### src/rtl/awr_pkg.sv
// awr_pkg: shared types, constants and helpers for the area-weighted resampler
// used by every module under rtl; no dependencies
package awr_pkg;

  localparam int FRAC_BITS   = 16;
  localparam int SIDE_W      = 9;
  localparam int MAX_SIDE    = 256;
  localparam int COORD_W     = 8;
  localparam int CH_W        = 8;
  localparam int NUM_CH      = 4;
  localparam int IDX_W       = 16;
  localparam int STORE_DEPTH = 65536;
  localparam int ACC_W       = CH_W + FRAC_BITS;
  localparam int WGT_W       = FRAC_BITS + 1;
  localparam int SPAN_W      = 17;
  localparam int DIV_W       = SIDE_W + FRAC_BITS;
  localparam int DIV_CNT_W   = $clog2(DIV_W);
  localparam int QDEPTH      = 4;
  localparam int QPTR_W      = $clog2(QDEPTH);
  localparam int CFG_IDX_W   = 3;

  localparam logic [ACC_W-1:0] ACC_CAP = ACC_W'(255) << FRAC_BITS;

  // register indexes
  localparam logic [CFG_IDX_W-1:0] REG_SRC_WIDTH  = 3'd0;
  localparam logic [CFG_IDX_W-1:0] REG_SRC_HEIGHT = 3'd1;
  localparam logic [CFG_IDX_W-1:0] REG_DST_WIDTH  = 3'd2;
  localparam logic [CFG_IDX_W-1:0] REG_DST_HEIGHT = 3'd3;
  localparam logic [CFG_IDX_W-1:0] REG_MIRROR_X   = 3'd4;
  localparam logic [CFG_IDX_W-1:0] REG_MIRROR_Y   = 3'd5;

  // item modes
  localparam logic MODE_ACCUM = 1'b0;
  localparam logic MODE_READ  = 1'b1;

  typedef struct packed {
    logic               mode;
    logic [COORD_W-1:0] src_x;
    logic [COORD_W-1:0] src_y;
    logic [CH_W-1:0]    red_in;
    logic [CH_W-1:0]    green_in;
    logic [CH_W-1:0]    blue_in;
    logic [CH_W-1:0]    alpha_in;
    logic [IDX_W-1:0]   dst_index;
  } in_item_t;

  typedef struct packed {
    logic [CH_W-1:0]  red_out;
    logic [CH_W-1:0]  green_out;
    logic [CH_W-1:0]  blue_out;
    logic [CH_W-1:0]  alpha_out;
    logic [IDX_W-1:0] read_index;
  } out_item_t;

  typedef struct packed {
    logic [SIDE_W-1:0] src_width;
    logic [SIDE_W-1:0] src_height;
    logic [SIDE_W-1:0] dst_width;
    logic [SIDE_W-1:0] dst_height;
    logic              mirror_x;
    logic              mirror_y;
  } cfg_t;

  // classified command between front and back
  typedef struct packed {
    logic                         is_read;
    logic [COORD_W-1:0]           mx;
    logic [COORD_W-1:0]           my;
    logic [NUM_CH-1:0][CH_W-1:0]  ch;
    logic [IDX_W-1:0]             idx;
  } cmd_t;

  typedef struct packed {
    logic              start;
    logic [DIV_W-1:0]  dividend;
    logic [SIDE_W-1:0] divisor;
  } div_req_t;

  typedef struct packed {
    logic              busy;
    logic              done;
    logic [DIV_W-1:0]  quot;
    logic [SIDE_W-1:0] rem;
  } div_resp_t;

  // side registers hold 1..MAX_SIDE
  function automatic logic [SIDE_W-1:0] clamp_side(input logic [SIDE_W-1:0] v);
    logic [SIDE_W-1:0] r;
    r = v;
    if (v == '0) r = SIDE_W'(1);
    else if (v > SIDE_W'(MAX_SIDE)) r = SIDE_W'(MAX_SIDE);
    return r;
  endfunction

endpackage

### src/rtl/awr_front.sv
// awr_front: accepts input items, drops out-of-range accumulates, applies mirroring
// depends on awr_pkg
module awr_front (
  input  logic              clk,
  input  logic              rst,
  input  awr_pkg::cfg_t     cfg,
  input  logic              clearing,
  input  logic              in_valid,
  output logic              in_stall,
  input  awr_pkg::in_item_t in_data,
  output logic              push,
  output awr_pkg::cmd_t     push_cmd,
  input  logic              q_full
);
  import awr_pkg::*;

  logic   fv;
  cmd_t   fcmd;
  cmd_t   cmd_next;
  logic   keep;
  logic   accept;

  // classify the incoming item
  always_comb begin
    cmd_next.is_read = (in_data.mode == MODE_READ);
    cmd_next.mx = cfg.mirror_x ?
                  COORD_W'(cfg.src_width - SIDE_W'(1) - {1'b0, in_data.src_x}) : in_data.src_x;
    cmd_next.my = cfg.mirror_y ?
                  COORD_W'(cfg.src_height - SIDE_W'(1) - {1'b0, in_data.src_y}) : in_data.src_y;
    cmd_next.ch  = {in_data.alpha_in, in_data.blue_in, in_data.green_in, in_data.red_in};
    cmd_next.idx = in_data.dst_index;
    keep = cmd_next.is_read ||
           (({1'b0, in_data.src_x} < cfg.src_width) && ({1'b0, in_data.src_y} < cfg.src_height));
  end

  assign push     = fv && !q_full;
  assign push_cmd = fcmd;
  assign in_stall = clearing || (fv && q_full);
  assign accept   = in_valid && !in_stall;

  // one-entry holding stage
  always_ff @(posedge clk) begin
    if (rst) begin
      fv <= 1'b0;
    end else begin
      if (push) fv <= 1'b0;
      if (accept && keep) fv <= 1'b1;
    end
  end

  always_ff @(posedge clk) begin
    if (accept && keep) fcmd <= cmd_next;
  end

endmodule

### config.mk
export PLATFORM = sky130hd
export DESIGN_NAME = awr_front
export DESIGN_NICKNAME = d
export VERILOG_FILES = /design/src/rtl/awr_pkg.sv /design/src/rtl/awr_front.sv
export SDC_FILE = /design/constraint.sdc
export NUM_CORES = 1
export LEC_CHECK = 0
export ABC_AREA = 1
export BUFFER_PORTS_ARGS = -buffer_cell sky130_fd_sc_hd__buf_2
export CORE_MARGIN = 1.5
export CORE_UTILIZATION = 40
export CTS_CLUSTER_SIZE = 8
export DETAILED_ROUTE_END_ITERATION = 12
export PLACE_DENSITY = 0.73
export SKIP_LAST_GASP = 1
export SYNTH_ARGS = -nofsm -noshare
export SYNTH_HDL_FRONTEND = slang
export SYNTH_SLANG_ARGS = --single-unit
### constraint.sdc
create_clock -name clk -period 4.6 [get_ports clk]
set_input_delay 0.92 -clock clk [delete_from_list [all_inputs] [get_ports clk]]
set_output_delay 0.92 -clock clk [all_outputs]
set_load 0.01 [all_outputs]
After elaboration in Yosys (flattened, before gate mapping)
Cells that the tools add are included.
Storage, ports and cells
  output and inout bits: 67
  word-level logic and storage cells: 29
  register bits: 66
  input port bits: 108
Cells by class
  $lt $le $gt $ge: 2
  reductions and logical operators: 10
  $add $sub $neg: 4
  mux-type cells: 4
Operators with widths (number)
  < comparator 8 x 9 -> 1 bit: 2
  two-way mux 8 bit: 2
  subtractor 8 x 1 -> 8 bit, second input constant: 2
  subtractor 8 bit: 2
  logical AND 1 bit: 5
  zero test 1 bit: 2
  logical OR 1 bit: 2
  two-way mux 1 bit: 2
  nonzero test 2 bit: 1

Logic depth before layout (Yosys ltp)
Gate-level depths: netlist of the first run.
  depth in word-level cells: 6
  gate-level depth with buffers: 14
  gate-level depth less buffers: 14

Worst setup path before layout of the first run
OpenSTA, ideal clock, no wires.
  path kind: input to register
  start: input cfg[31] (netlist bit)
  end: register fcmd, in the netlist push_cmd[0] (enable)
  data arrival time: 3.050 ns
  setup time: 0.419 ns
  buffers on the path: 0
  cell stages on the path: 11
  data required time: 4.181 ns
  slack: 1.130 ns
  cell sequence: inv_1 > ha_1 > a21oi_1 > nand2_1 > nand2_1 > nand2_1 > nand2_1 > nand3_1 > nand2_1 > nand2_1 > inv_1
On the way
  longest elaborated chain between the ends: 4
RTL lines
  start: declaration: line awr_front.sv:6  | input awr_pkg::cfg_t cfg,
  < comparator 8 x 9 -> 1 bit: line awr_front.sv:33  | (({1'b0, in_data.src_x} < cfg.src_width) && ({1'b0, in_data.src_y} < cfg.src_height));
  logical AND 1 bit: line awr_front.sv:33
  logical OR 1 bit: line awr_front.sv:32  | keep = cmd_next.is_read ||
  logical AND 1 bit: line awr_front.sv:52  | if (accept && keep) fcmd <= cmd_next;
  end signal: assignment: line awr_front.sv:52
  end: declaration: line awr_front.sv:18  | cmd_t fcmd;
No other way between the ends.
A chain may end at the register's enable or synchronous reset.

Worst setup path after layout of the first run
  start: input cfg[31] (netlist bit)
  end: register fcmd, in the netlist push_cmd[30] (enable)
The elaborated chain is that of the path after synthesis.

==> impl_metrics.yaml, run 1 <==
status:
  status: "complete, no violations"
setup_path:
  crit_buf_inv: 4
  crit_chain: "buf_2 -> inv_1 -> ha_1 -> a21oi_1 -> nand2_1 -> nand2_1 -> nand2_1 -> nand2_1 -> nand3_1 -> nand2_1 -> nand2_1 -> inv_2 -> buf_12"
  arrival_ns: 2.77
  cp.required_ns: 4.62
  cpPeakStageDelay_ns: 0.43
  path_class: "in -> reg"
  ff2ff_path_depth: 6
  start_kind: "primary input"
  r2r_setup_slack_ns: 2.83
  crit_family: "buffers and inverters"
  critPathCaptureType: "register"
  path_common_cell: "nand2_1"
  slowest_stage: "inv_2"
  r2r_start: "fv$_SDFFE_PP0P_"
  path_max_fanout: 40
  worstReg2RegEnd: "push_cmd[30]$_DFFE_PP_"
synthesis:
  synthTopCellsByArea: "edfxtp_1 61%, ha_1 11%, nand2_1 6.4%"
  synth_top_area_frac: 0.613
  ys_seq_area_frac: 0.619
  ys_types: 26
  synth-seq-cells: 66
  synth_ff_type: "edfxtp_1"
  synth-edff-count: 65
  async_flop_share: 0
  synthCells: 277
  yosys_warnings: 0
  postSynthAreaPerCell_um2: 11.5
  syn_area_um2: 3180
  synth_top_area_cell: "edfxtp_1"
  syn-num-nets: 415
finish:
  multi_input_area_um2: 991
  drive_above_1_share: 0.422
  final_util: 0.562
  syn2layout_area_growth_pct: 36.5
  fill_cells: 676
  final-seq-area_um2: 1970
  final_nets: 581
  diodes: 0
floorplan:
  core_um2: 7730
  die_area_um2: 8510
  die_y_um: 92.2
  initial_core_util: 0.412
  num_rows: 32
  pin_count: 175
  die_w_um: 92.2
route:
  vias_per_cell: 4.50
  routed_wl_mm: 7.13
  wire_per_inst_um: 13.0
  drtIter0Drc: 65
  detail-route-antenna-nets: 0
  first_pass_iters: 4
  num_vias: 2476
  remaining_drc_errors: 0
placement:
  portBuffers: 156
  pre_cts_ws_ns: 1.45
  gp_congestion: 0.802
  place_hpwl_mm: 5.76
timing:
  finalCritPeriodShare: 0.599
  rsz0062_at_grt: "no"
  fin_worst_skew_ns: 0.00639
  clock.fmax_mhz: 363
  worst_pin_slew_ns: 0.569
  finalSetupTns_ns: 0
  slew_headroom: 0.620
  finalSetupViolCount: 0
  hold_viol: 0
  slew_viol_final: 0
  finalCriticalPeriod_ns: 2.75
  setup_slack_ns: 1.85
worst_hold_path:
  hold_depth: 2
  hold_start: "fv$_SDFFE_PP0P_"
  hold_path_end: "fv$_SDFFE_PP0P_"
  hold_class: "reg -> reg"
clock_tree:
  cts_tree: "built"
  cts_hold_buf: 0
  cts.repair.resized: 0
  clock_sinks: 66
  clk-insertion-delay-late_ns: 0.33
  clk_path_buf_depth: 2
  cts_setup_buffers: 0
  path_clk_slew_ns: 0.07
  h-tree-depth: 3
  cts_buffers: 9
  clockRootBuffer: "clkbuf_8"
global_route:
  antenna_found_initial: 0
  gr-usage-all-layers: 0.168
  grt_pass1_vias: 2358
  grt_pass1_wl_mm: 10.8
  grt_overflow: 0
  grt_max_degree: 41
power:
  p_leak_nw: 2.14
  vdd.ir_drop.worst_mv: 0.129
  power_density_nw_per_um2: 348
run:
  maxCapViolations: 0
-- worst min-delay path: stages (launching register included) --
cell,delay [ns]
dfxtp_1,0.32
nand2_1,0.14
a21oi_1,0.08
-- worst max path at each step --
stage	slack (ns)	start	endpoint	cells past startpoint
6_report	1.85	cfg[31]	push_cmd[30]$_DFFE_PP_	13
5_1_grt	1.66	cfg[31]	push_cmd[10]$_DFFE_PP_	13
4_1_cts	1.81	cfg[31]	push_cmd[23]$_DFFE_PP_	13
3_5_place_dp	1.45	cfg[31]	push_cmd[33]$_DFFE_PP_	13
3_3_place_gp	1.47	cfg[31]	push_cmd[9]$_DFFE_PP_	13
2_1_floorplan	1.13	cfg[31]	push_cmd[0]$_DFFE_PP_	11
-- sequential cells by signal, indices dropped and copies added, names as in the netlist --
signal and cells:
fv 1, push_cmd 65
-- synthesized netlist by cell type (all sizes together), types with 4 or more instances --
cell	n
a21oi	9
edfxtp	65
ha	28
inv	55
nand2	62
nand3	15
nor2	11
o21ai	11
o22ai	4
-- metal layers --
metal | up-vias | track usage | wire [µm]
met4 | 0 | 0.0526 | 67
met5 | - | 0 | 0
met3 | 7 | 0.0473 | 469
li1 | 1248 | - | -
met2 | 97 | 0.312 | 3800
met1 | 1124 | 0.184 | 2800
-- cell usage in the layout (no fill, tap or decap) --
master / n
nor2_1: 11
nand2_1: 54
o22ai_1: 4
buf_2: 156
nand2_2: 8
dfxtp_1: 1
edfxtp_1: 65
or2_1: 1
xnor2_1: 2
o21ai_2: 2
a21boi_1: 1
o21ai_1: 3
clkinv_4: 1
buf_12: 1
inv_6: 2
inv_2: 4
nand3_2: 2
bufinv_16: 3
fa_1: 2
inv_1: 51
nand3b_1: 2
a21boi_0: 1
ha_1: 28
o21ai_0: 6
clkinvlp_4: 1
nand3_1: 13
nor3_1: 1
a21oi_1: 9
a31oi_1: 2
xor2_1: 2
clkbuf_8: 9
-- report_power, final --
part | switching (W) | total (W) | internal [W]
registers | 0.00000679 | 0.000707 | 0.000701
clock network | 0.000221 | 0.000585 | 0.000364
logic | 0.000127 | 0.000220 | 0.0000937
total | 0.000354 | 0.00151 | 0.00116
-- kinds of logic (layout without fill, tap and decap cells) --
| group | count (synthesis) | count (layout) | share of synthesized area |
|---|---|---|---|
| fa+ha+maj | 30 | 30 | 0.123 |
| buf+inv | 57 | 228 | 0.0695 |
| flops | 66 | 66 | 0.619 |
| xor+xnor | 4 | 4 | 0.0110 |
| simple gates | 92 | 92 | 0.127 |
| compound gates | 28 | 28 | 0.0503 |
-- cell type report --
cell class / instances / area share
timing repair buffer: 157 / 0.184
clock inverter: 7 / 0.0285
tap: 102 / 0.0294
clock buffer: 9 / 0.0285
inverter: 55 / 0.0475
multi-input combinational: 154 / 0.228
sequential: 66 / 0.454
-- through the flow --
stage	instances	hold WS, ns	instance area, µm²	power (W)
floorplan	277	0.472	3180	0.000847
global placement	534	0.547	4100	0.000936
detailed placement	534	0.557	4100	0.000943
CTS	550	0.570	4350	0.00153
global route	550	0.595	4350	0.00158
finish	550	0.572	4350	0.00151
(Power assumes the default switching activity.)
==> run 2: changes to the inputs <==
--- a/config.mk
+++ b/config.mk
@@ -11,7 +11,7 @@
 export CORE_UTILIZATION = 40
 export CTS_CLUSTER_SIZE = 8
 export DETAILED_ROUTE_END_ITERATION = 12
-export PLACE_DENSITY = 0.73
+export PLACE_DENSITY = 0.76
 export SKIP_LAST_GASP = 1
 export SYNTH_ARGS = -nofsm -noshare
 export SYNTH_HDL_FRONTEND = slang
==> constraint.sdc (replaced) <==
create_clock -name clk -period 2.2 [get_ports clk]
set_input_delay 0.44 -clock clk [delete_from_list [all_inputs] [get_ports clk]]
set_output_delay 0.44 -clock clk [all_outputs]
set_load 0.01 [all_outputs]
==> impl_metrics.yaml, run 2 (synthesized netlist as in run 1, its figures left out) <==
finish:
  fill_cells: 680
  final_nets: 590
  final_common_cell: "buf_2"
  multi_input_area_um2: 1020
  instances_no_fill: 559
  largest_register_ffs: 65
  final-seq-area_um2: 1970
  fin_area_um2: 4440
  diodes: 0
  drive_above_1_share: 0.440
  mostFrequentLayoutCells: "156 x buf_2, 65 x edfxtp_1, 53 x nand2_1, 49 x inv_1, 26 x ha_1"
  syn2layout_area_growth_pct: 39.4
clock_tree:
  cts_setup_buffers: 0
  cts_buffers: 9
  cts_tree: "built"
  clockRootBuffer: "clkbuf_8"
  path_clk_slew_ns: 0.06
  clock_sinks: 66
  cts.repair.resized: 0
  clk_path_buf_depth: 2
  cts_hold_buf: 0
  h-tree-depth: 3
  clk-insertion-delay-late_ns: 0.33
timing:
  finalSetupTns_ns: 0
  slew_headroom: 0.825
  clock.fmax_mhz: 526
  hold_viol: 0
  finalCriticalPeriod_ns: 1.90
  rsz0062_at_grt: "no"
  finalCritPeriodShare: 0.864
  worst_pin_slew_ns: 0.263
  fin_worst_skew_ns: 0.00627
  slew_viol_final: 0
  finalSetupViolCount: 0
  setup_slack_ns: 0.300
route:
  first_pass_iters: 6
  detail-route-antenna-nets: 0
  wire_per_inst_um: 12.6
  routed_wl_mm: 7.02
  num_vias: 2493
  vias_per_cell: 4.46
  drtIter0Drc: 106
  remaining_drc_errors: 0
setup_path:
  start_kind: "primary input"
  path_max_fanout: 28
  arrival_ns: 1.93
  cp.required_ns: 2.23
  cpPeakStageDelay_ns: 0.35
  path_common_cell: "nand2_1"
  critPathCaptureType: "register"
  slowest_stage: "ha_1"
  path_class: "in -> reg"
  crit_family: "simple AND/OR/NAND/NOR gates"
  crit_chain: "buf_2 -> inv_1 -> ha_1 -> a21oi_1 -> nand2_1 -> nand2_1 -> nand2_1 -> nand2_1 -> nand3_1 -> nand2_1 -> nand2_2 -> clkinvlp_4 -> buf_12"
  crit_buf_inv: 4
status:
  status: "complete, no violations"
power:
  p_leak_nw: 2.17
  vdd.ir_drop.worst_mv: 0.249
  power.total_w: 0.00303
  sw_frac_of_total: 0.236
  power_frac_comb: 0.164
  power_density_nw_per_um2: 683
  pwr-share-clk: 0.348
  seqPwrFrac: 0.488
  p_sw_w: 0.000715
  internal_power_w: 0.00232
worst_hold_path:
  hold_class: "in -> reg"
run:
  maxCapViolations: 0
floorplan:
  pin_count: 175
  die_w_um: 92.2
  initial_core_util: 0.412
  die_y_um: 92.2
  num_rows: 32
  die_area_um2: 8510
  core_um2: 7730
global_route:
  gr-usage-all-layers: 0.165
  grt_max_degree: 29
  grt_pass1_wl_mm: 10.6
  grt_overflow: 0
  grt_pass1_vias: 2344
  antenna_found_initial: 0
placement:
  place_hpwl_mm: 5.81
  dp.cells: 543
  pre_cts_ws_ns: -0.0542
  placed_area_um2: 4230
  gp_congestion: 0.824
  portBuffers: 156
run 2: cell count changes in the layout (fill, tap and decap cells not counted), moves of 2 or more:
cell	change
buf_12	+2
inv_6	-2
clkinv_2	+2
inv_1	-2
ha_4	+2
ha_1	-2
buf_4	+7
run 2: stage by stage:
| step | hold WS, ns | util |
|---|---|---|
| finish | 0.260 | 0.574 |
| global route | 0.244 | 0.574 |
| CTS | 0.244 | 0.574 |
| detailed placement | 0.513 | 0.547 |
| global placement | 0.507 | 0.547 |
| floorplan | 0.472 | - |
run 2: path summary, 6_finish.rpt:
kind         cells past startpoint             from                      to  slack [ns]
max                             13          cfg[31]  push_cmd[37]$_DFFE_PP_        0.30
min                              2              rst         fv$_SDFFE_PP0P_        0.26
max reg2reg                      6  fv$_SDFFE_PP0P_  push_cmd[37]$_DFFE_PP_        0.96
min reg2reg                      2  fv$_SDFFE_PP0P_         fv$_SDFFE_PP0P_        0.51
run 2: routing by layer:
layer,part of all wire,track usage
met4,0.022,0.0731
met5,0,0
met2,0.52,0.296
met1,0.38,0.180
met3,0.077,0.0456
run 2: area by class of cell:
| class | instances | share of cell area |
|---|---|---|
| Timing Repair Buffer | 166 | 0.201 |
| Multi-Input combinational cell | 154 | 0.229 |
| Tap cell | 102 | 0.0288 |
| Inverter | 55 | 0.0491 |
| Clock inverter | 6 | 0.0183 |
| Clock buffer | 10 | 0.0288 |
| Sequential cell | 66 | 0.444 |
run 2: power by group through the flow:
stage / Clock, W / Sequential, W / Combinational, W
after global routing: 0.00114 / 0.00148 / 0.000559
final: 0.00106 / 0.00148 / 0.000498
after detailed placement: 0 / 0.00151 / 0.000504
after floorplan: 0 / 0.00154 / 0.000233
after global placement: 0 / 0.00150 / 0.000486
after CTS: 0.00109 / 0.00148 / 0.000505
run 2: worst reg2reg max path, cell delays in order, from the launching register on:
cell and delay, ns:
dfxtp_1 0.31, nand2_1 0.09, nand3_1 0.07, inv_1 0.07, nand2_2 0.06, clkinvlp_4 0.14, buf_12 0.20
