==> src/rtl/awr_pkg.sv <==
// awr_pkg: shared types, constants and helpers for the area-weighted resampler
// used by every module under rtl; no dependencies
package awr_pkg;

  localparam int FRAC_BITS   = 16;
  localparam int SIDE_W      = 9;
  localparam int MAX_SIDE    = 256;
  localparam int COORD_W     = 8;
  localparam int CH_W        = 8;
  localparam int NUM_CH      = 4;
  localparam int IDX_W       = 16;
  localparam int STORE_DEPTH = 65536;
  localparam int ACC_W       = CH_W + FRAC_BITS;
  localparam int WGT_W       = FRAC_BITS + 1;
  localparam int SPAN_W      = 17;
  localparam int DIV_W       = SIDE_W + FRAC_BITS;
  localparam int DIV_CNT_W   = $clog2(DIV_W);
  localparam int QDEPTH      = 4;
  localparam int QPTR_W      = $clog2(QDEPTH);
  localparam int CFG_IDX_W   = 3;

  localparam logic [ACC_W-1:0] ACC_CAP = ACC_W'(255) << FRAC_BITS;

  // register indexes
  localparam logic [CFG_IDX_W-1:0] REG_SRC_WIDTH  = 3'd0;
  localparam logic [CFG_IDX_W-1:0] REG_SRC_HEIGHT = 3'd1;
  localparam logic [CFG_IDX_W-1:0] REG_DST_WIDTH  = 3'd2;
  localparam logic [CFG_IDX_W-1:0] REG_DST_HEIGHT = 3'd3;
  localparam logic [CFG_IDX_W-1:0] REG_MIRROR_X   = 3'd4;
  localparam logic [CFG_IDX_W-1:0] REG_MIRROR_Y   = 3'd5;

  // item modes
  localparam logic MODE_ACCUM = 1'b0;
  localparam logic MODE_READ  = 1'b1;

  typedef struct packed {
    logic               mode;
    logic [COORD_W-1:0] src_x;
    logic [COORD_W-1:0] src_y;
    logic [CH_W-1:0]    red_in;
    logic [CH_W-1:0]    green_in;
    logic [CH_W-1:0]    blue_in;
    logic [CH_W-1:0]    alpha_in;
    logic [IDX_W-1:0]   dst_index;
  } in_item_t;

  typedef struct packed {
    logic [CH_W-1:0]  red_out;
    logic [CH_W-1:0]  green_out;
    logic [CH_W-1:0]  blue_out;
    logic [CH_W-1:0]  alpha_out;
    logic [IDX_W-1:0] read_index;
  } out_item_t;

  typedef struct packed {
    logic [SIDE_W-1:0] src_width;
    logic [SIDE_W-1:0] src_height;
    logic [SIDE_W-1:0] dst_width;
    logic [SIDE_W-1:0] dst_height;
    logic              mirror_x;
    logic              mirror_y;
  } cfg_t;

  // classified command between front and back
  typedef struct packed {
    logic                         is_read;
    logic [COORD_W-1:0]           mx;
    logic [COORD_W-1:0]           my;
    logic [NUM_CH-1:0][CH_W-1:0]  ch;
    logic [IDX_W-1:0]             idx;
  } cmd_t;

  typedef struct packed {
    logic              start;
    logic [DIV_W-1:0]  dividend;
    logic [SIDE_W-1:0] divisor;
  } div_req_t;

  typedef struct packed {
    logic              busy;
    logic              done;
    logic [DIV_W-1:0]  quot;
    logic [SIDE_W-1:0] rem;
  } div_resp_t;

  // side registers hold 1..MAX_SIDE
  function automatic logic [SIDE_W-1:0] clamp_side(input logic [SIDE_W-1:0] v);
    logic [SIDE_W-1:0] r;
    r = v;
    if (v == '0) r = SIDE_W'(1);
    else if (v > SIDE_W'(MAX_SIDE)) r = SIDE_W'(MAX_SIDE);
    return r;
  endfunction

endpackage

==> src/rtl/awr_queue.sv <==
// awr_queue: short command fifo between front and back
// depends on awr_pkg
module awr_queue (
  input  logic          clk,
  input  logic          rst,
  input  logic          push,
  input  awr_pkg::cmd_t push_cmd,
  output logic          full,
  input  logic          pop,
  output logic          q_valid,
  output awr_pkg::cmd_t q_cmd
);
  import awr_pkg::*;

  cmd_t              slots [QDEPTH];
  logic [QPTR_W-1:0] wr_ptr;
  logic [QPTR_W-1:0] rd_ptr;
  logic [QPTR_W:0]   count;

  assign full    = (count == (QPTR_W+1)'(QDEPTH));
  assign q_valid = (count != '0);
  assign q_cmd   = slots[rd_ptr];

  // pointers and fill level
  always_ff @(posedge clk) begin
    if (rst) begin
      wr_ptr <= '0;
      rd_ptr <= '0;
      count  <= '0;
    end else begin
      if (push) wr_ptr <= wr_ptr + 1'b1;
      if (pop)  rd_ptr <= rd_ptr + 1'b1;
      if (push && !pop) count <= count + 1'b1;
      else if (pop && !push) count <= count - 1'b1;
    end
  end

  always_ff @(posedge clk) begin
    if (push) slots[wr_ptr] <= push_cmd;
  end

endmodule

==> config.mk <==
export PLATFORM = sky130hd
export DESIGN_NAME = awr_queue
export DESIGN_NICKNAME = d
export VERILOG_FILES = /design/src/rtl/awr_pkg.sv /design/src/rtl/awr_queue.sv
export SDC_FILE = /design/constraint.sdc
export NUM_CORES = 1
export LEC_CHECK = 0
export BUFFER_PORTS_ARGS = -buffer_cell sky130_fd_sc_hd__buf_2
export CORE_MARGIN = 2
export CORE_UTILIZATION = 39
export CTS_CLUSTER_DIAMETER = 50
export DETAILED_ROUTE_END_ITERATION = 12
export SYNTH_ARGS = -nofsm -noshare
export SYNTH_HDL_FRONTEND = slang
export SYNTH_SLANG_ARGS = --single-unit
export TNS_END_PERCENT = 20
==> constraint.sdc <==
create_clock -name clk -period 2.8 [get_ports clk]
set_input_delay 0.56 -clock clk [delete_from_list [all_inputs] [get_ports clk]]
set_output_delay 0.56 -clock clk [all_outputs]
set_load 0.02 [all_outputs]
* After elaboration in Yosys (flattened, before gate mapping)
Memories as Yosys holds them, arrays and structs flattened. A register that Yosys moved wholly into a read port is not among the register bits. Index checks and enable logic that the tools add are counted.
Cells by class: $add $sub $neg 4, reduce and logical (&&, ||, !) cells 6, mux-type cells 6, equal/unequal tests 1
Operator list (number):
- $mux 3 | 2
- $add 2x1->2 const B | 2
- $mux 2 | 2
- $add 3x1->3 const B | 1
- $eq 3x3->1 const B | 1
- $reduce_bool 3->1 | 1
- $sub 3x1->3 const B | 1
- $logic_and 1x1->1 | 2
- $logic_not 1->1 | 2
- $mux 1 | 2
- $reduce_bool 2->1 | 1
Word-level totals: register bits after elaboration 7, logic and storage cells 21, output and inout bits 67, memory bits (writable) 260, memories 1
Memories:
- slots | words 4, width 65, read ports 1, clocked after Yosys merged registers in 1, wr ports 1, line awr_queue.sv:15 | cmd_t slots [QDEPTH];

* Depth between registers and ports, before layout
Gate-level depths: netlist of the first run.
depth after elaboration 4, gate-level depth with buffers 7, gate-level depth less buffers 7

* Worst setup path before layout of the first run
OpenSTA, ideal clock, no wires.
kind input-to-reg, start input push, end memory slots[0][0] in the netlist's numbering (enable), required time 2.370 ns, stages 1, setup time 0.430 ns, arrival 2.089 ns, slack 0.281 ns, cell sequence and2_1
Between the ends: cells in the longest elaborated chain, start to end 2
RTL lines:
- from (decl) | line awr_queue.sv:6 | input logic push,
- $mux 1 | line awr_queue.sv:39 | if (push) slots[wr_ptr] <= push_cmd;
- $mux 1 (implied by the code) | line awr_queue.sv:39
- to (decl) | line awr_queue.sv:15
Every way passes these cells.

==> results.yml, run 1 <==
hold_path:
  hold_start: "push_cmd[39]"
  min_to: "slots[3][39]"
  hold_depth: 1
  hold_class: "in2reg"
logic_synthesis:
  yosys_most_used_dff: "edfxtp_1"
  async_reset_ff_frac: 0
  synth_edf_count: 260
  synth_common_cells: "edfxtp_1 (260), mux4_2 (65), dfxtp_1 (9)"
  netlist_instances: 383
  synth_most_common_cell: "edfxtp_1"
  synth_top_area_share: 0.792
  synth.distinct_cells: 21
  syn_nets: 458
  syn_area_per_cell_um2: 25.7
  yosysWarnings: 0
  synth_seq_cells: 269
  syn_area_mm2: 0.00985
  synthTopCellsByArea: "edfxtp_1 (79%), mux4_2 (15%), dfxtp_1 (1.8%)"
  yosys.area.top_type: "edfxtp_1"
  ys_seq_area_frac: 0.811
grt:
  grt_pass1_wl_um: 28000
  grt_max_degree: 31
  grt_overflow: 0
  grt_pass1_vias: 4924
  antenna_found_initial: 3
  grt_use_total: 0.141
floorplan:
  die_y_um: 163
  ioPinCount: 136
  dieArea_mm2: 0.0266
  die_x_um: 163
  start_util: 0.395
  core-area_mm2: 0.0250
  rows: 58
clock_tree:
  numCtsBuffers: 29
  clkSinkCount: 269
  post_cts_buffers: 0
  clock-root-buffer: "clkbuf_16"
  cts_hold_buf: 0
  cts_max_path_buffers: 3
  h-tree-depth: 1
  cts_resized: 0
  cts_tree: "built"
  clock_latency_ps: 530
  clkTransAtPathRegs_ps: 60
power_and_ir_drop:
  p_sw_frac: 0.223
  switchingPower_w: 0.00208
  internal-power_w: 0.00722
  seq_power_share: 0.506
  pwr-share-comb: 0.105
  clkPwrFrac: 0.390
  peakVddDrop_v: 0.000474
  power_density_mw_per_mm2: 777
  p_leak_nw: 4.05
route:
  vias: 4488
  ant_nets: 0
  wl_um: 18400
  first_pass_iters: 4
  drc: 0
  initialDrtViolationCount: 297
  vias_per_cell: 4.96
  wl_per_cell_um: 20.4
setup_path:
  required_ps: 2240
  critPathCaptureType: "output port"
  path_cells: "buf_4 > mux4_2 > buf_2"
  critical_path_class: "reg2out"
  slowest_delay_ps: 540
  worstSetupStartpointType: "flop"
  rrSetupSlack_ps: 1090
  critPathArrivalTime_ps: 2100
  worst-path-max-fanout: 14
  worst_path_max_delay_cell: "mux4_2"
  reg2reg_to: "slots[0][38]"
  reg2reg_depth: 4
  worstReg2RegStart: "wr_ptr[0]"
job:
  drv_cap: 0
run_status:
  status: "completed"
timing:
  fin_crit_ps: 2660
  relSlewSlack: 0.649
  final_max_slew_viol_count: 0
  final-setup-viol-count: 0
  fin_setup_tns_ps: 0
  worstMarginPinSlew_ps: 526
  postLayoutSetupSlackWorst_ps: 137
  fin_crit_sh: 0.951
  skew_ps: 7.14
  rsz0062_at_grt: "no"
  fmax_mhz: 375
  hold_viol: 0
finish:
  layout.nets: 625
  postLayoutCellArea_mm2: 0.0120
  drive_gt1_frac: 0.462
  area_delta_synth_final_pct: 21.3
  fill_cells: 2076
placement:
  port_buffers: 135
  place.gp.congestion: 0.655
  place_ws_ps: 635
  hpwl_um: 11500
  dpl_cell_area_mm2: 0.0110
metrics by stage:
step                      utilization  hold WS (ps)  power, W  cells
after detailed placement        0.442           529   0.00578    849
after global routing            0.479           218   0.00964    903
after global placement          0.442           474   0.00575    849
after floorplan                     -           461   0.00541    383
after CTS                       0.479           208   0.00944    903
final                           0.479           239   0.00929    904
final cells by class:
cell class	instances	area [µm²]	area share
sequential	269	8000	0.669
multi-input combinational	95	1710	0.143
timing repair buffer	151	896	0.0749
clock buffer	35	748	0.0626
tap	330	413	0.0345
clock inverter	19	181	0.0152
inverter	4	15.0	0.00126
antenna	1	2.50	0.000209
layer usage:
layer | wire length (µm) | vias to the layer above | GRT usage
li1 | - | 1978 | -
met1 | 7500 | 2325 | 0.174
met2 | 9220 | 142 | 0.248
met3 | 1290 | 39 | 0.0359
met4 | 382 | 4 | 0.0346
met5 | 24 | - | 0
power groups by stage:
stage               clock (W)  combinational (W)  sequential (W)
finish                0.00362           0.000972         0.00470
global route          0.00387            0.00105         0.00471
floorplan                   0           0.000660         0.00475
CTS                   0.00374            0.00100         0.00470
global placement            0           0.000978         0.00477
detailed placement          0           0.000996         0.00479
state kept, by name, summed over array words and instances, names as in the netlist, named ones only:
name	flops
count	3
rd_ptr	2
slots	260
wr_ptr	2
worst max-delay path: cells and delay by family, from the launching register on:
family / cells / cell delay, ps
buffers and inverters: 2 / 500
multiplexers: 1 / 540
flip-flops: 1 / 530
worst max path at each step:
| stage | slack [ps] | cells past startpoint | end | startpoint |
|---|---|---|---|---|
| finish | 140 | 3 | q_cmd[62] | flop |
| CTS | 60 | 3 | q_cmd[62] | flop |
| floorplan | 280 | 1 | slots[0][0] | push |
| global route | 9 | 3 | q_cmd[7] | flop |
| global placement | 650 | 3 | q_cmd[62] | flop |
| detailed placement | 640 | 3 | q_cmd[7] | flop |
cells by family (layout without fill, tap and decap cells):
logic type,Yosys count,count (layout),share of synthesized area
muxes,67,67,0.151
DFF,269,269,0.811
AOI/OAI and AO/OA,2,2,0.00101
and+or+nand+nor,15,15,0.00762
xor gates and xnor gates,5,5,0.00444
adders and majority gates,6,6,0.00838
buffers and inverters,19,209,0.0174
other,0,1,0
placed cells by master (no fill, tap or decap), types with 5 or more instances in the layout:
| cell | instances |
|---|---|
| clkinv_1 | 5 |
| edfxtp_1 | 260 |
| ha_1 | 5 |
| nor2_1 | 7 |
| mux4_2 | 65 |
| dfxtp_1 | 7 |
| buf_2 | 135 |
| buf_12 | 8 |
| clkbuf_16 | 29 |
| buf_4 | 8 |
| clkinv_2 | 6 |
| clkbuf_1 | 6 |
(Power assumes the default switching activity.)
==> inputs of run 2 (changes only) <==
--- a/config.mk
+++ b/config.mk
@@ -8,8 +8,9 @@
 export BUFFER_PORTS_ARGS = -buffer_cell sky130_fd_sc_hd__buf_2
 export CORE_MARGIN = 2
 export CORE_UTILIZATION = 39
-export CTS_CLUSTER_DIAMETER = 50
 export DETAILED_ROUTE_END_ITERATION = 12
+export PLACE_DENSITY = 0.59
+export SLEW_MARGIN = 30
 export SYNTH_ARGS = -nofsm -noshare
 export SYNTH_HDL_FRONTEND = slang
 export SYNTH_SLANG_ARGS = --single-unit
==> results.yml, run 2 (synthesized netlist as in run 1, its figures left out) <==
route:
  first_pass_iters: 4
  initialDrtViolationCount: 329
  drt-met1-wl_um: 7550
  dr.max_layer_used: "met5"
  wl_um: 17900
  wl_per_cell_um: 20.0
  drc: 0
  ant_nets: 0
  wl_met3_um: 1100
  vias: 4393
  dr_wl_met2_um: 8920
  vias_per_cell: 4.90
timing:
  fmax_mhz: 388
  postLayoutSetupSlackWorst_ps: 224
  fin_crit_ps: 2580
  skew_ps: 14.9
  worstMarginPinSlew_ps: 450
  fin_setup_tns_ps: 0
  fin_crit_sh: 0.920
  final-setup-viol-count: 0
  relSlewSlack: 0.700
  final_max_slew_viol_count: 0
  worst_hold_slack_ps: 241
  hold_viol: 0
  rsz0062_at_grt: "no"
setup_path:
  reg2reg_to: "slots[2][26]"
  crit_buf_inv: 2
  critical_path_class: "reg2out"
  required_ps: 2240
  worst_path_max_delay_cell: "dfxtp_4"
  worstReg2RegStart: "wr_ptr[0]"
  slowest_delay_ps: 550
  critPathCaptureType: "output port"
  reg2reg_depth: 4
  critPathArrivalTime_ps: 2020
  rrSetupSlack_ps: 1110
  critical_path.top_delay_family: "buffers and inverters"
  path_cells: "buf_4 > mux4_2 > buf_2"
  worstSetupStartpointType: "flop"
  worst-path-max-fanout: 20
clock_tree:
  clkSinkCount: 269
  h-tree-depth: 1
  clkTransAtPathRegs_ps: 60
  numCtsBuffers: 28
  post_cts_buffers: 0
  clock_latency_ps: 530
  cts_resized: 0
  cts_hold_buf: 0
  cts_max_path_buffers: 3
  cts_tree: "built"
  clock-root-buffer: "clkbuf_16"
finish:
  fin_cells: 897
  area_delta_synth_final_pct: 20.5
  fill_cells: 2109
  seq_area_mm2: 0.00800
  reg_top3: "slots: 260 flops, count: 3 flops"
  final_common_cell: "edfxtp_1"
  top_register: "slots"
  largest_reg_flops: 260
  layout.nets: 620
  drive_gt1_frac: 0.451
  multi_input_comb_area_mm2: 0.00171
  layout_common_cells: "edfxtp_1 (260), buf_2 (135), mux4_2 (65), clkbuf_16 (29), clkbuf_1 (10)"
power_and_ir_drop:
  peakVddDrop_v: 0.000470
  switchingPower_w: 0.00204
  power_density_mw_per_mm2: 774
  seq_power_share: 0.509
  p_leak_nw: 3.99
  internal-power_w: 0.00716
  p_sw_frac: 0.221
  clkPwrFrac: 0.384
  pwr-share-comb: 0.107
placement:
  place.gp.congestion: 0.691
  place_ws_ps: 678
  dp.cells: 845
  port_buffers: 135
  hpwl_um: 10900
grt:
  grt_use_total: 0.138
  grt_overflow: 0
  grt_pass1_vias: 4884
  antenna_found_initial: 4
  grt_pass1_wl_um: 27900
  grt_max_degree: 36
floorplan:
  core-area_mm2: 0.0250
  rows: 58
  die_y_um: 163
  dieArea_mm2: 0.0266
  ioPinCount: 136
  start_util: 0.395
  die_x_um: 163
hold_path:
  hold_class: "in2reg"
  min_to: "slots[0][19]"
  hold_start: "push_cmd[19]"
  hold_depth: 1
run_status:
  status: "completed"
job:
  drv_cap: 0
## run 2: changes by cell type in the layout (fill, tap and decap cells not counted), moves of 2 or more
cell,before,now
clkbuf_1,6,10
clkbuf_8,0,2
clkinv_1,5,3
clkinv_2,6,2
inv_6,2,0
buf_4,8,5
clkinv_4,2,0
## run 2: layout make-up
cell class | instances | area share
Sequential cell | 269 | 0.673
Clock buffer | 41 | 0.0666
Timing Repair Buffer | 147 | 0.0719
Inverter | 4 | 0.00126
Antenna cell | 2 | 0.000421
Tap cell | 330 | 0.0348
Clock inverter | 9 | 0.00811
Multi-Input combinational cell | 95 | 0.144
## run 2: worst register-to-register path, delay by kind of cell, from the launching register on
kind	cells	cell delay, ps
buffers and inverters	2	450
AND/OR/NAND/NOR	1	400
flip-flops	1	350
adder cells (fa/ha/maj)	1	160
## run 2: metal layers
metal	track usage	vias to the layer above
met5	0	-
met3	0.0323	28
met1	0.182	2286
met4	0.0362	4
li1	-	1957
met2	0.232	118
## run 2: power groups by stage
stage          Clock (W)  Sequential, W  Combinational [W]
6_report         0.00353        0.00468           0.000979
5_1_grt          0.00379        0.00470            0.00106
4_1_cts          0.00363        0.00468            0.00101
3_5_place_dp           0        0.00477            0.00100
3_3_place_gp           0        0.00475           0.000985
2_1_floorplan          0        0.00475           0.000660
## run 2: worst max-delay path by stage
stage / startpoint / end / slack [ps] / cells after the start
final: flop / q_cmd[35] / 220 / 3
after global routing: flop / q_cmd[35] / 120 / 3
after CTS: flop / q_cmd[35] / 160 / 3
after detailed placement: push / count[2] / 680 / 7
after global placement: flop / q_cmd[35] / 740 / 3
after floorplan: push / slots[0][0] / 280 / 1
## run 2: stage by stage
| step | power, W | area, µm² | utilization |
|---|---|---|---|
| global placement | 0.00574 | 11000 | 0.440 |
| global route | 0.00954 | 11900 | 0.476 |
| finish | 0.00919 | 11900 | 0.476 |
| detailed placement | 0.00577 | 11000 | 0.440 |
| CTS | 0.00932 | 11900 | 0.475 |
| floorplan | 0.00541 | 9850 | - |
==> inputs of run 3 (changes only) <==
--- a/config.mk
+++ b/config.mk
@@ -6,10 +6,12 @@
 export NUM_CORES = 1
 export LEC_CHECK = 0
 export BUFFER_PORTS_ARGS = -buffer_cell sky130_fd_sc_hd__buf_2
+export CELL_PAD_IN_SITES_DETAIL_PLACEMENT = 0
+export CELL_PAD_IN_SITES_GLOBAL_PLACEMENT = 1
 export CORE_MARGIN = 2
 export CORE_UTILIZATION = 39
 export DETAILED_ROUTE_END_ITERATION = 12
-export PLACE_DENSITY = 0.59
+export PLACE_DENSITY = 0.65
 export SLEW_MARGIN = 30
 export SYNTH_ARGS = -nofsm -noshare
 export SYNTH_HDL_FRONTEND = slang
==> results.yml, run 3 (synthesized netlist as in run 1, its figures left out) <==
timing:
  worstMarginPinSlew_ps: 562
  hold_viol: 0
  final_max_slew_viol_count: 0
  skew_ps: 18.5
  final-setup-viol-count: 0
  rsz0062_at_grt: "no"
  fin_crit_sh: 0.907
  fin_setup_tns_ps: 0
  fmax_mhz: 394
  relSlewSlack: 0.625
  fin_crit_ps: 2540
finish:
  postLayoutCellArea_mm2: 0.0118
  area_delta_synth_final_pct: 20.0
  layout_common_cells: "edfxtp_1 (260), buf_2 (135), mux4_2 (65), clkbuf_16 (29)"
  antenna_cells: 0
  fill_cells: 2099
  layout.nets: 622
  reg_top3: "slots: 260 flops, count: 3 flops"
  drive_gt1_frac: 0.452
  top_register: "slots"
  largest_reg_flops: 260
  final_common_cell: "edfxtp_1"
route:
  wl_um: 17700
  ant_nets: 0
  initialDrtViolationCount: 272
  vias: 4431
  drc: 0
  vias_per_cell: 4.96
  wl_per_cell_um: 19.7
  first_pass_iters: 5
clock_tree:
  clkSinkCount: 269
  h-tree-depth: 1
  cts_max_path_buffers: 3
  clock_latency_ps: 520
  clkTransAtPathRegs_ps: 60
  clock-root-buffer: "clkbuf_16"
  post_cts_buffers: 0
  cts_resized: 0
  cts_hold_buf: 0
  cts_tree: "built"
  numCtsBuffers: 29
grt:
  grt_overflow: 0
  grt_pass1_vias: 4840
  grt_max_degree: 39
  grt_use_total: 0.133
  grt_pass1_wl_um: 27000
  antenna_found_initial: 1
placement:
  place.gp.congestion: 0.732
  port_buffers: 135
  hpwl_um: 10700
  dpl_cell_area_mm2: 0.0110
floorplan:
  core-area_mm2: 0.0250
  die_x_um: 163
  dieArea_mm2: 0.0266
  rows: 58
  ioPinCount: 136
  start_util: 0.395
  die_y_um: 163
setup_path:
  worst-path-stages: 3
  slowest_delay_ps: 580
  worst-path-max-fanout: 38
  reg2reg_depth: 4
  crit_end: "q_cmd[21]"
  crit_buf_inv: 2
  worst_path_max_delay_cell: "mux4_2"
  path_cells: "buf_12 > mux4_2 > buf_2"
  worstReg2RegStart: "wr_ptr[0]"
  required_ps: 2240
  reg2reg_to: "slots[2][17]"
  rrSetupSlack_ps: 1090
  worstSetupStartpointType: "flop"
  critical_path.top_delay_family: "multiplexers"
  critPathCaptureType: "output port"
  critPathArrivalTime_ps: 1980
  critical_path_class: "reg2out"
run_status:
  status: "completed"
power_and_ir_drop:
  power_density_mw_per_mm2: 761
  peakVddDrop_v: 0.000550
  p_leak_nw: 3.98
hold_path:
  hold_class: "in2reg"
job:
  drv_cap: 0
[run 3: changes by cell type in the layout (fill, tap and decap cells not counted), sizes merged]
cell,before,now
clkbuf,41,34
clkinvlp,2,1
bufinv,2,1
clkinv,5,12
buf,147,148
diode,2,0
[run 3: worst register-to-register path: stages, from the launching register on]
cell and delay, ps:
dfxtp_1 350, inv_1 100, ha_1 140, and2_4 510, buf_4 310
[run 3: worst min path at each step]
stage	startpoint	to	slack, ps	depth (start not counted)
5_1_grt	push_cmd[2]	slots[1][2]	230	1
2_1_floorplan	count[2]	count[2]	460	2
6_report	push_cmd[60]	slots[3][60]	250	1
4_1_cts	push_cmd[60]	slots[1][60]	220	1
3_3_place_gp	count[2]	count[2]	490	2
3_5_place_dp	count[2]	count[2]	490	2
[run 3: final cells by class]
cell class	count	area, µm²	area share
Sequential cell	269	8000	0.676
Multi-Input combinational cell	95	1710	0.144
Timing Repair Buffer	148	861	0.0728
Clock buffer	34	744	0.0630
Tap cell	330	413	0.0349
Clock inverter	14	88.8	0.00751
Inverter	4	15.0	0.00127
[run 3: per-layer routing]
layer  track usage  wire length [µm]  vias up
met2         0.224              8720      127
met3        0.0306               981       31
li1              -                 -     1951
met1         0.178              7570     2320
met5             0                13        -
met4        0.0314               369        2
[run 3: report_power, final]
part	switching [W]	total, W	internal, W
Combinational	0.000570	0.000979	0.000409
Clock	0.00138	0.00334	0.00196
Sequential	0.0000533	0.00468	0.00462
Total	0.00201	0.00900	0.00699
[run 3: per-stage QoR]
stage	cells	utilization	setup WS [ps]	hold slack, ps	power (W)
2_1_floorplan	383	-	281	461	0.00541
3_3_place_gp	846	0.440	747	488	0.00574
3_5_place_dp	846	0.440	721	490	0.00576
4_1_cts	894	0.474	206	221	0.00913
5_1_grt	894	0.474	157	225	0.00934
6_report	894	0.474	259	248	0.00900
